$ cat src/hdl/sdc_ram.sv
// Generic single-write, single-read RAM with registered read data.
`default_nettype none

module sdc_ram #(
   parameter int WIDTH = 48,
   parameter int DEPTH = 36
) (
   input  wire logic                     clock,
   input  wire logic                     wr_en,
   input  wire logic [$clog2(DEPTH)-1:0] wr_addr,
   input  wire logic [WIDTH-1:0]         wr_data,
   input  wire logic [$clog2(DEPTH)-1:0] rd_addr,
   output logic      [WIDTH-1:0]         rd_data
);

   logic [WIDTH-1:0] mem [DEPTH];

   // Write one entry, register the read data (old contents on a same-address access)
   always_ff @(posedge clock) begin
      if (wr_en) begin
         mem[wr_addr] <= wr_data;
      end
      rd_data <= mem[rd_addr];
   end

endmodule

`default_nettype wire

$ cat config.mk
export PLATFORM = sky130hd
export DESIGN_NAME = sdc_ram
export DESIGN_NICKNAME = d
export VERILOG_FILES = /design/src/hdl/sdc_ram.sv
export SDC_FILE = /design/constraint.sdc
export NUM_CORES = 2
export LEC_CHECK = 0
export BUFFER_PORTS_ARGS = -buffer_cell sky130_fd_sc_hd__buf_2
export CAP_MARGIN = 20
export CORE_ASPECT_RATIO = 0.5
export CORE_UTILIZATION = 35
export CTS_BUF_LIST = sky130_fd_sc_hd__clkbuf_16
export CTS_CLUSTER_DIAMETER = 150
export DETAILED_ROUTE_END_ITERATION = 12
export MAX_ROUTING_LAYER = met4
export PLACE_DENSITY = 0.53
export SETUP_SLACK_MARGIN = 0.02
export SLEW_MARGIN = 0
export SYNTH_ARGS = -nofsm -noshare
export SYNTH_HDL_FRONTEND = slang
export SYNTH_SLANG_ARGS = --single-unit
export TNS_END_PERCENT = 100
$ cat constraint.sdc
create_clock -name clock -period 11.27 [get_ports clock]
set_clock_uncertainty 0.2 [all_clocks]
set_input_delay 1.6905 -clock clock [delete_from_list [all_inputs] [get_ports clock]]
set_output_delay 1.6905 -clock clock [all_outputs]
set_load 0.01 [all_outputs]
== Word level (Yosys, flattened, before mapping) ==
Memory sizes are Yosys's and may differ from the RTL's. A register that Yosys moved wholly into a read port is not among the register bits.
Index checks and enable logic that the tools add are counted.

* Register bits: 0
* Latch bits: 0
* RAM bits: 1728
* Bits in read-only memories: 0
* Input port bits: 62
* Output and inout bits: 48
* Word-level logic and storage cells: 3
* Memories: 1

* Add/sub/neg operators: 0
* $mul: 0
* Div/mod/pow operators: 0
* $lt $le $gt $ge: 0
* Equal/unequal tests: 0
* Shifts and indexed selects: 0
* Mux-type cells: 2
* Bitwise gates (word level): 0
* Reductions and logical operators: 0

{| class="wikitable"
|+ Memory list
! memory !! depth !! bits a word !! read ports !! clocked after memory_dff !! wr ports !! RTL line !! RTL
|-
| mem || 36 || 48 || 1 || 1 || 1 || 16 || <nowiki>logic [WIDTH-1:0] mem [DEPTH];</nowiki>
|}

{| class="wikitable"
|+ Operator list
! operator !! number
|-
| 1-bit 2-to-1 mux || 2
|}

== Longest topological paths before layout ==
* Depth after elaboration: 2
* Mapped depth: 8
* Gate-level depth less buffers: 5

== Least setup slack after synthesis ==
OpenSTA, ideal clock, no wires.

* Path type: in2reg
* Start point: input port wr_addr[2]
* End point: memory mem[25][0] (enable)
* Library setup time: 0.454 ns
* Arrival: 4.258 ns
* Required time: 10.616 ns
* Path slack: 6.358 ns
* Stages on the path: 2
* Path buffers: 0
* Path through: or3b_2 nor2_1

{| class="wikitable"
|+ RTL lines
! what !! RTL line !! RTL
|-
| start: declaration || 10 || <nowiki>input wire logic [$clog2(DEPTH)-1:0] wr_addr,</nowiki>
|-
| end: declaration || 16 ||
|}

No word-level cell before the write port.

==> impl_metrics.json <==
{
  "hold_slack_ns": 0.4597,
  "synth_ff_type": "edfxtp_1",
  "first_iter_violations": 3580,
  "ys_top_cells_by_count": "edfxtp_1 (1,728), mux2i_1 (768), a22oi_1 (192)",
  "hold_viol_final": 0,
  "p_leak_uw": 0.02602,
  "yosys.area.top_type": "edfxtp_1",
  "syn_nets": 3550,
  "grt_pass1_wl_mm": 262.9,
  "required_ns": 11.71,
  "intPower_uw": 10430,
  "syn_inst": 3488,
  "ys_types": 30,
  "vias": 34480,
  "worstPathMaxFanout": 122,
  "clk_path_buf_depth": 3,
  "grt_pass1_vias": 34610,
  "start_util_pct": 35.35,
  "die_x_um": 627.8,
  "numCtsBuffers": 167,
  "core.rowCount": 114,
  "endpoint_kind": "register",
  "clkTransAtPathRegs_ns": 0.06,
  "ff2ff_path_depth": 5,
  "cts_tree": "built",
  "reg2reg_from": "mem[29][18]$_DFFE_PP_",
  "net-switching-power_uw": 2892,
  "post-route-drc-count": 4,
  "ant_nets": 0,
  "routed_wl_mm": 188.4,
  "io_buffers": 109,
  "ctsHoldBuffers": 0,
  "post-dp-hpwl_mm": 87.96,
  "p_comb_share_pct": 5.0,
  "insertion_delay_ns": 0.81,
  "tns_ns": 0,
  "hp-start": "mem[34][43]$_DFFE_PP_",
  "htree_levels": 4,
  "p_per_area_nw_per_um2": 172.6,
  "hold_path_depth": 3,
  "ys_warn_count": 0,
  "synth_edf_count": 1728,
  "cts.repair.resized": 0,
  "hold_class": "reg2reg",
  "dieArea_sq_um": 197700,
  "pin_count": 110,
  "synth_top_cell_area_share_pct": 75.72,
  "nets": 3695,
  "drive_gt1_share_pct": 16.44,
  "clock_power_share_pct": 40.0,
  "grt_max_degree": 123,
  "critPathLaunchType": "input port",
  "synthMostInstantiatedCell": "edfxtp_1",
  "max_freq_mhz": 200.6,
  "rsz0062_at_grt": "false",
  "worst_pin_slew_ns": 1.209,
  "seq_power_share_pct": 55.1,
  "netlist_area_sq_um": 68530,
  "ctsRootBufferMaster": "clkbuf_16",
  "ys_async_sr_fraction_pct": 0,
  "grt-ovfl-total": 0,
  "first_pass_iters": 12,
  "relSlewSlack_pct": 19.41,
  "synthTopCellsByArea": "edfxtp_1 (76%), mux2i_1 (11%), a22oi_1 (2.1%)",
  "clock-sinks": 1776,
  "wl_per_cell_um": 29.49,
  "switching_share_pct": 21.72,
  "maxCapViolations": 0,
  "postLayoutCoreUtil_pct": 39.81,
  "violations": "design-rule violations",
  "grt_antenna_before_repair": 17,
  "ys_ff_latch": 1776,
  "grt.total_usage_pct": 19.43,
  "vdd_drop_max_mv": 0.1706,
  "core_region_area_sq_um": 193800,
  "syn_avg_cell_area_sq_um": 19.65,
  "finalCritPeriodShare_pct": 44.23,
  "synthToLayoutAreaGrowth_pct": 12.60,
  "crit_start": "rd_addr[1]",
  "status": "complete, but fails checks",
  "postCtsSetupBuffers": 0,
  "die_h_um": 314.9,
  "routed_via_density": 5.397,
  "period_minus_slack_ns": 4.985,
  "finalSetupViolations": 0,
  "critPathArrivalTime_ns": 5.43,
  "path_class": "in2reg",
  "ys_seq_area_share_pct": 77.12,
  "gp_congestion": 0.7424,
  "final_max_slew_viol_count": 0,
  "fillCellCount": 17310
}
-- per-stage QoR --
step                instance area (sq um)  power [uW]  worst slack, ns  std cells
floorplan                           68530        7871            6.358       3488
detailed placement                  72050        8142            5.471       6074
finish                              77160       13320            6.285       6388
global route                        77160       13700            6.202       6386
CTS                                 77150       13420            6.294       6381
global placement                    72050        8128            5.535       6074
-- power by group through the flow --
stage | clock network (uW) | logic [uW] | registers, uW
after detailed placement | 0 | 667 | 7470
after CTS | 5410 | 668 | 7330
final | 5320 | 664 | 7330
after global routing | 5660 | 706 | 7330
after global placement | 0 | 654 | 7470
after floorplan | 0 | 401 | 7470
-- final timing paths --
check / end / slack, ns
worst max-delay path: rd_data[6]$_DFF_P_ / 6.28
worst min-delay path: rd_data[43]$_DFF_P_ / 0.46
worst max register to register: rd_data[18]$_DFF_P_ / 9.40
worst min register to register: rd_data[43]$_DFF_P_ / 0.46
-- critical path: stages --
cell	delay, ns
buf_4	0.38
buf_4	0.83
nor2b_4	0.31
buf_12	0.70
buf_4	0.72
a22o_1	0.25
a221oi_2	0.04
o22ai_1	0.26
o41ai_2	0.12
-- cell families after synthesis --
kind of cell	synth area share, %
DFF	77.12
and+or+nand+nor	0.6828
muxes	12.79
AOI/OAI and AO/OA	7.465
buffers and inverters	1.937
-- area by class of cell --
class                   instances  area, sq um  area share (%)
well taps                    2610         3266           4.232
clock inverters               135        793.3           1.028
clock buffers                 172         4304           5.578
multi-input cells            1500        14660           19.00
repair buffers                188         1270           1.646
flip-flops and latches       1776        52850           68.49
diodes                          7        17.52         0.02270
-- metal layers --
layer | global-route usage (%) | vias to the layer above | wire length, um
li1 | - | 14690 | -
met1 | 26.73 | 18390 | 84370
met2 | 30.21 | 1135 | 88350
met3 | 2.828 | 259 | 11140
met4 | 5.354 | 0 | 4537
met5 | - | - | 0
-- cells in the final DEF, fill, tap and decap left out, drive strengths merged --
| master | instances |
|---|---|
| nand3b | 5 |
| nand2 | 51 |
| bufinv | 6 |
| and2 | 1 |
| or3 | 1 |
| edfxtp | 1728 |
| nor2 | 39 |
| nor2b | 3 |
| a221oi | 96 |
| o22ai | 48 |
| a22oi | 192 |
| o41ai | 48 |
| clkinvlp | 3 |
| mux4 | 48 |
| nand3 | 3 |
| clkinv | 79 |
| clkbuf | 172 |
| diode | 7 |
| nand2b | 2 |
| inv | 47 |
| a22o | 96 |
| or2 | 1 |
| buf | 188 |
| dfxtp | 48 |
| or3b | 2 |
| mux2i | 768 |
| a21oi | 96 |
-- flip-flops by register name, summed over array words and instances (netlist names) --
| signal | flops |
|---|---|
| rd_data | 48 |
| mem | 1728 |
No activity file was read; power rests on OpenSTA's default activity.
