$ cat src/hdl/sdc_pkg.sv
// Shared constants, field layout and types of the distortion correction block.
`default_nettype none

package sdc_pkg;

   // Polynomial size and offset scaling
   localparam int MAX_ORDER  = 5;
   localparam int NORM_SHIFT = 13;
   localparam int SIDE       = MAX_ORDER + 1;
   localparam int TAB_DEPTH  = SIDE * SIDE;
   localparam int ADDR_W     = $clog2(TAB_DEPTH);
   localparam int IDX_W      = $clog2(SIDE);

   // Field widths
   localparam int OP_W    = 2;
   localparam int PWR_W   = 3;
   localparam int ORD_W   = 3;
   localparam int COEF_W  = 48;
   localparam int POS_W   = 32;
   localparam int ACC_W   = 64;
   localparam int PROD_W  = 2 * ACC_W;
   localparam int HALF_W  = ACC_W / 2;

   // Request word layout, lowest bit first
   localparam int OFS_PWR_X  = 0;
   localparam int OFS_PWR_Y  = OFS_PWR_X + PWR_W;
   localparam int OFS_COEF   = OFS_PWR_Y + PWR_W;
   localparam int OFS_POS_X  = OFS_COEF + COEF_W;
   localparam int OFS_POS_Y  = OFS_POS_X + POS_W;
   localparam int REQ_BITS   = OFS_POS_Y + POS_W;
   localparam int REQ_DATA_W = ((REQ_BITS + 7) / 8) * 8;
   localparam int RSP_DATA_W = 2 * POS_W;

   // Configuration port
   localparam int CSR_IDX_W  = 2;
   localparam int CSR_DATA_W = 32;
   localparam logic [CSR_IDX_W-1:0] CSR_ORDER_A = 2'd0;
   localparam logic [CSR_IDX_W-1:0] CSR_ORDER_B = 2'd1;
   localparam logic [CSR_IDX_W-1:0] CSR_REF_X   = 2'd2;
   localparam logic [CSR_IDX_W-1:0] CSR_REF_Y   = 2'd3;

   // Opcodes
   localparam logic [OP_W-1:0] OP_LOAD_A = 2'd0;
   localparam logic [OP_W-1:0] OP_LOAD_B = 2'd1;
   localparam logic [OP_W-1:0] OP_XFORM  = 2'd2;

   // Fixed point constants
   localparam logic signed [ACC_W-1:0] ONE_Q30 = ACC_W'(64'd1 << 30);
   localparam int SH_SHORT = 30;
   localparam int SH_LONG  = 36;
   localparam logic [POS_W-1:0] POS_MAX = {1'b0, {(POS_W-1){1'b1}}};
   localparam logic [POS_W-1:0] POS_MIN = {1'b1, {(POS_W-1){1'b0}}};

   // Offset normalization shifts, at most one of them is nonzero
   localparam int NRM_R = (NORM_SHIFT >= 12) ? NORM_SHIFT - 12 : 0;
   localparam int NRM_L = (NORM_SHIFT < 12) ? 12 - NORM_SHIFT : 0;
   localparam int NRM_W = POS_W + 1 + NRM_L;

   // Request to the shared multiplier
   typedef struct packed {
      logic start;
      logic shift_long;
   } mul_req_type;

   // Scale a pixel offset into Q1.30 and clamp to 32 bits
   function automatic logic signed [POS_W-1:0] normalize(input logic signed [POS_W:0] d);
      logic signed [NRM_W-1:0] w;
      logic                    same;
      w    = NRM_W'(d);
      w    = (w <<< NRM_L) >>> NRM_R;
      same = (&w[NRM_W-1:POS_W-1]) || !(|w[NRM_W-1:POS_W-1]);
      if (same) begin
         return w[POS_W-1:0];
      end else if (w[NRM_W-1]) begin
         return POS_MIN;
      end else begin
         return POS_MAX;
      end
   endfunction

endpackage

`default_nettype wire

$ cat src/hdl/sdc_mul.sv
// Shared signed multiplier: trunc(a * b / 2^sh) on a 32x32 unit, four partial products.
`default_nettype none

module sdc_mul (
   input  wire logic                             clock,
   input  wire logic                             reset,
   input  wire sdc_pkg::mul_req_type             req,
   input  wire logic signed [sdc_pkg::ACC_W-1:0] op_a,
   input  wire logic signed [sdc_pkg::ACC_W-1:0] op_b,
   output logic                                  done,
   output logic signed [sdc_pkg::ACC_W-1:0]      result
);
   import sdc_pkg::*;

   localparam logic [PROD_W-1:0] CAP = PROD_W'(1) << 62;

   logic [ACC_W-1:0]   mag_a_ff, mag_b_ff;
   logic               neg_ff, long_ff;
   logic               run_ff;
   logic [1:0]         step_ff;
   logic [ACC_W-1:0]   prod_ff;
   logic [1:0]         sel_ff;
   logic               pvld_ff;
   logic [PROD_W-1:0]  acc_ff;
   logic               last_ff;
   logic               done_ff;
   logic signed [ACC_W-1:0] res_ff;

   logic [HALF_W-1:0]  part_a, part_b;
   logic [PROD_W-1:0]  prod_pos;
   logic [PROD_W-1:0]  scaled;
   logic [ACC_W-1:0]   mag_r;

   // Pick the operand halves for this step
   assign part_a = step_ff[1] ? mag_a_ff[ACC_W-1:HALF_W] : mag_a_ff[HALF_W-1:0];
   assign part_b = step_ff[0] ? mag_b_ff[ACC_W-1:HALF_W] : mag_b_ff[HALF_W-1:0];

   // Place the partial product at its weight
   always_comb begin
      case (sel_ff)
         2'd0:    prod_pos = {{ACC_W{1'b0}}, prod_ff};
         2'd1,
         2'd2:    prod_pos = {{HALF_W{1'b0}}, prod_ff, {HALF_W{1'b0}}};
         2'd3:    prod_pos = {prod_ff, {ACC_W{1'b0}}};
         default: prod_pos = '0;
      endcase
   end

   // Scale down and cap the magnitude
   always_comb begin
      scaled = long_ff ? (acc_ff >> SH_LONG) : (acc_ff >> SH_SHORT);
      mag_r  = (scaled > CAP) ? CAP[ACC_W-1:0] : scaled[ACC_W-1:0];
   end

   // Control
   always_ff @(posedge clock) begin
      if (reset) begin
         run_ff  <= 1'b0;
         pvld_ff <= 1'b0;
         last_ff <= 1'b0;
         done_ff <= 1'b0;
         step_ff <= '0;
      end else begin
         pvld_ff <= run_ff;
         last_ff <= pvld_ff && (sel_ff == 2'd3);
         done_ff <= last_ff;
         if (req.start) begin
            run_ff  <= 1'b1;
            step_ff <= '0;
         end else if (run_ff) begin
            step_ff <= step_ff + 2'd1;
            if (step_ff == 2'd3) begin
               run_ff <= 1'b0;
            end
         end
      end
   end

   // Operands, partial products and accumulation
   always_ff @(posedge clock) begin
      if (req.start) begin
         mag_a_ff <= op_a[ACC_W-1] ? -op_a : op_a;
         mag_b_ff <= op_b[ACC_W-1] ? -op_b : op_b;
         neg_ff   <= op_a[ACC_W-1] ^ op_b[ACC_W-1];
         long_ff  <= req.shift_long;
         acc_ff   <= '0;
      end else if (pvld_ff) begin
         acc_ff <= acc_ff + prod_pos;
      end
      prod_ff <= ACC_W'(part_a) * ACC_W'(part_b);
      sel_ff  <= step_ff;
      if (last_ff) begin
         res_ff <= neg_ff ? -$signed(mag_r) : $signed(mag_r);
      end
   end

   assign done   = done_ff;
   assign result = res_ff;

endmodule

`default_nettype wire

$ cat config.mk
export PLATFORM = sky130hd
export DESIGN_NAME = sdc_mul
export DESIGN_NICKNAME = d
export VERILOG_FILES = /design/src/hdl/sdc_pkg.sv /design/src/hdl/sdc_mul.sv
export SDC_FILE = /design/constraint.sdc
export NUM_CORES = 2
export LEC_CHECK = 0
export BUFFER_PORTS_ARGS = -buffer_cell sky130_fd_sc_hd__buf_2
export CAP_MARGIN = 20
export CORE_ASPECT_RATIO = 0.8
export CORE_MARGIN = 8
export CORE_UTILIZATION = 60
export CTS_BUF_LIST = sky130_fd_sc_hd__clkbuf_8 sky130_fd_sc_hd__clkbuf_16
export DETAILED_ROUTE_END_ITERATION = 8
export PLACE_DENSITY_LB_ADDON = 0.08
export SYNTH_ARGS = -nofsm -noshare
export SYNTH_HDL_FRONTEND = slang
export SYNTH_SLANG_ARGS = --single-unit
$ cat constraint.sdc
create_clock -name clock -period 13.4 [get_ports clock]
set_input_delay 0.67 -clock clock [delete_from_list [all_inputs] [get_ports clock]]
set_output_delay 0.67 -clock clock [all_outputs]
set_load 0.02 [all_outputs]
Yosys cells after proc, flatten, opt, wreduce, memory -nomap -nowiden
Index checks and enable logic that the tools add are counted.

Bits in registers: 394. Output and inout bits: 65. Logic and storage cells: 42.

$add $sub $neg: 5. Multiply operators: 1. Magnitude comparators: 1. Equality and inequality tests: 4. Muxes and demuxes: 11. Bitwise gates (word level): 1. Reductions and logical operators: 4.

Operators by type and width (number): $pmux 128 s3 (1); $neg 64->64 (3); $add 128x128->128 (1); $mux 64 (2); $mux 63 (2); $gt 98x63->1 const B (1); $mux 98 (1); $mul 32x32->64 (1); $mux 32 (2); $eq 2x2->1 const B (3); $reduce_or 2->1 (2); $mux 1 (3); $add 2x1->2 const B (1); $eq 2x1->1 const B (1); $logic_not 2->1 (1); $logic_and 1x1->1 (1); $xor 1x1->1 (1).

Logic depth before layout (Yosys ltp)
Word-level depth: 5. Mapped depth: 35.

Worst setup path after synthesis
Ideal clock, no wire load.

Path kind: register -> register. Start: register step_ff[1]. End: register prod_ff[63]. Arrival: 8.938 ns. Data required time: 13.328 ns. Slack: 4.390 ns. Stages on the path, launching flop included: 33. Clock period less this slack: 9.010 ns. Cells stage by stage: dfxtp_1 -> clkbuf_1 -> buf_1 -> mux2i_1 -> clkbuf_1 -> nor2_1 -> fa_1 -> inv_1 -> fa_1 -> fa_1 -> fa_1 -> inv_1 -> fa_1 -> fa_1 -> fa_1 -> inv_1 -> fa_1 -> inv_1 -> ha_1 -> clkbuf_1 -> a21oi_1 -> o21ai_0 -> nand3_1 -> nand2_1 -> a21o_1 -> a221o_1 -> a21oi_1 -> o21ai_0 -> or4_1 -> o21ai_0 -> o21ai_0 -> a221oi_1 -> xnor2_1.

Word-level cells in the longest chain between the ends: 2.

RTL lines: start: declaration (line sdc_mul.sv:20) `logic [1:0] step_ff;`; start signal: assignment (line sdc_mul.sv:71) `step_ff <= step_ff + 2'd1;`; $mux 32 (line sdc_mul.sv:35) `assign part_a = step_ff[1] ? mag_a_ff[ACC_W-1:HALF_W] : mag_a_ff[HALF_W-1:0];`; $mul 32x32->64 (line sdc_mul.sv:90) `prod_ff <= ACC_W'(part_a) * ACC_W'(part_b);`; end signal: assignment (line sdc_mul.sv:90); end: declaration (line sdc_mul.sv:21) `logic [ACC_W-1:0] prod_ff;`.

No other way between the ends. A chain may end at the register's enable or synchronous reset.

Final worst setup path
Start: register step_ff[0]. End: register prod_ff[63].

Word-level cells in the longest chain between the ends: 2.

RTL lines: $mux 32 (line sdc_mul.sv:36) `assign part_b = step_ff[0] ? mag_b_ff[ACC_W-1:HALF_W] : mag_b_ff[HALF_W-1:0];`; $mul 32x32->64 (line sdc_mul.sv:90).

No other way between the ends.

==> impl_results.md <==
- Cell with the most instances after synthesis: inv_1
- Number of enable-type register cells in the synthesized netlist: 194
- Count of hold-fix buffers inserted at cts: 0
- Number of setup violations in the final report: 0
- TritonCTS clock tree: built
- Fraction of final layout cells sized beyond drive strength 1: 8.045%
- Vias in the first global route: 49930
- Fill cell total of the finished layout: 8505
- Post-detailed-route DRC marker count: 0
- Critical setup path kind: flip-flop to flip-flop
- Remaining number of nets flagged by the antenna check after routing: 0
- Antenna violations before repair: 12
- Total of max-cap violations: 0
- Adder-cell area share of the yosys netlist: 38.72%
- Global-route wire length before repair: 317200 um
- Library cell with the largest summed area after synthesis: fa_1
- Share of the synthesized area in the top cell type: 30.35%
- Number of instances in the synthesized netlist: 6736
- Kind of end point of the critical path: flip-flop
- Initial DRC Count: 6388
- Average size of a mapped cell: roughly 9 um^2
- Maximum clock path buffer count: 3
- Worst path most repeated cell: fa_1
- Post-route core utilization: between 60% and 70%
- Sequential-to-total area share from yosys stat: 16.61%
- Total number of yosys warnings: 0
- Max Transition Viols Final: 0
- Met3 track utilization from global routing: 18.33%
- Post-CTS Setup Bufs: 0
- Minimum period implied by the final worst setup slack: roughly 11 ns
- Die outline width: 367.1 um
- Highest attainable clock frequency: 0.09182 GHz
- Relative max-transition margin: 18.76%
- Total Routed Length: 214000 um
- Top Usage Layer GRT: met1
- Total Die Area: 0.1090 mm^2
- Type of the most critical hold path: primary input to flip-flop
- Top-Level Pins: 197
- Run status: finished clean
- Maximum number of pins on one net before global-route repair: 88
- Post-CTS resize count: 0
- H-tree depth reported by CTS: 2
- Routed len/inst: 26.45 um
- Met2 track demand over resource in global routing: 50.46%
- Die Span Y: 296.9 um
- Final cycle utilization of the critical path: 81.28%
- Parity-gate share of the synthesized area counting xor and xnor cells: 5.033%
- Worst path top cell family by delay: adder cells
- Data arrival time of the critical path: 11.44 ns
- Count of buffer and inverter cells on the critical path: 7
- Setup_tns: 0 ns
- Count of unique library cells instantiated by Yosys: 78
- Worst-Margin Slew: 1.203 ns
- TritonRoute pass-1 iters: 8
- Sum of net half-perimeters after detailed placement: 168700 um
- Cell Area, Synth: 0.05917 mm^2
- Fraction of the mapped netlist area in simple logic gates: 15.58%
- Clk_skew: ~0.033 ns
- Crit-path max FO: 45
- Dominant combinational cell family by area after synthesis: adder cells
- Critical path's largest stage delay: 1.00 ns
- Non-filler cells, final: ~8100
- Leading post-synthesis cells by instance count: inv_1, fa_1, nor2_1, nand2_1, ha_1
- Worst setup SP type: flip-flop
- Number of buffers created by CTS: between 40 and 50
- Clock Root Buffer: clkbuf_16
- Clock sink total: just under 400
- M1 GR Usage: between 50% and 60%
- Unrepaired setup endpoints after global routing: false
- Detailed-route vias per instance: 6.298
- Synthesized-area fraction occupied by ao, oa, aoi and oai cells: 11.34%
- Leftover overflow at the end of global routing: 0
- Initial core utilization: approximately three fifths
- Leading post-synthesis cells by cell area: fa_1, edfxtp_1, ha_1, dfxtp_1, inv_1
- Worst path slowest cell: mux2i_2
- Proportion of register bits with asynchronous set or reset after synthesis: 0%
- Cell row count: 103
- Area delta synth->final: 6.636%
- GRT Util Overall: 38.41%
- Routed via count: 50960
- WP data required: 13.94 ns
- Total nets after synthesis: 8161
- Register clock-pin slew on the reported worst setup and hold paths: 0.06 ns
- Final count of hold timing violations: 0
- Final net count: 8160
- Share of cell area taken by muxes after synthesis: under 10%
- Number of port buffers: approximately 200
- Most instantiated flip-flop cell in the synthesis netlist: dfxtp_1
- Core region area: 0.09820 mm^2
- Gp weighted congestion: ~1.0
- Clock insertion delay at the later pin of the skew report: 0.63 ns
- Placed instance count: 7997
- Synthesized flop and latch total: between 300 and 400
[layout make-up]
class / count / area (um^2) / area share, %
Multi-Input combinational cell: 5058 / 44750 / 70.93
Inverter: 948 / 3558 / 5.640
Timing Repair Buffer: 286 / 1677 / 2.657
Sequential cell: 394 / 9842 / 15.60
Tap cell: 1312 / 1642 / 2.602
Clock inverter: 35 / 355.3 / 0.5632
Clock buffer: 53 / 1259 / 1.995
Antenna cell: 5 / 12.51 / 0.01983
[sequential cells by signal, indices dropped and copies added, names as in the netlist]
name and count:
mag_a_ff 64, sel_ff 2, result 64, prod_ff 64
acc_ff 128, done 1, long_ff 1, step_ff 2
pvld_ff 1, run_ff 1, last_ff 1, mag_b_ff 64
neg_ff 1
[worst register-to-register path, delay by kind of cell (launching register included)]
family / cells / cell delay [ns]
DFF: 1 / 0.83
adders and majority gates: 9 / 4.30
buffers and inverters: 7 / 0.79
muxes: 1 / 1.01
and+or+nand+nor: 4 / 1.01
xor gates and xnor gates: 1 / 0.17
AOI/OAI and AO/OA: 9 / 2.73
[cell usage in the layout (no fill, tap or decap), drive strengths merged, types with 85 or more instances in the layout]
cell / n
fa: 897
ha: 396
xnor2: 273
inv: 956
edfxtp: 194
a21o: 122
mux2i: 180
and2: 85
dfxtp: 200
nand2: 693
a21oi: 282
o21ai: 282
nor2: 890
buf: 285
[logic make-up (layout without fill, tap and decap cells)]
group | count (synthesis) | after routing
AO/OA/AOI/OAI | 1054 | 1054
other | 0 | 5
flip-flops | 394 | 394
multiplexers | 259 | 259
AND/OR/NAND/NOR | 2112 | 2112
XOR/XNOR | 340 | 340
adder cells (fa/ha/maj) | 1293 | 1293
buffers and inverters | 1284 | 1322
[stage by stage]
step	instance area, um^2	worst slack (ns)	hold WS (ns)
4_1_cts	63070	2.595	0.1837
2_1_floorplan	59170	4.390	0.3540
5_1_grt	63090	2.123	0.2040
3_5_place_dp	61460	2.603	0.4816
6_report	63100	2.509	0.2181
3_3_place_gp	61440	2.747	0.4709
[path summary, 6_finish.rpt]
path	startpoint	endpoint	slack, ns	cells after the start
min reg2reg	acc_ff[100]$_SDFFE_PP0P_	acc_ff[100]$_SDFFE_PP0P_	0.49	2
max reg2reg	step_ff[0]$_SDFFE_PP0P_	prod_ff[63]$_DFF_P_	2.51	31
max	step_ff[0]$_SDFFE_PP0P_	prod_ff[63]$_DFF_P_	2.51	31
min	req[0]	long_ff$_DFFE_PP_	0.22	1
[per-layer routing]
| metal | wire length, um | vias up |
|---|---|---|
| met4 | 7835 | 18 |
| met3 | 36240 | 493 |
| met1 | 87960 | 25170 |
| met2 | 81540 | 3379 |
| met5 | 396 | - |
| li1 | - | 21900 |
Power is not shown: default switching activity piles up to over one toggle a cycle in this logic, so the estimate is an artifact.
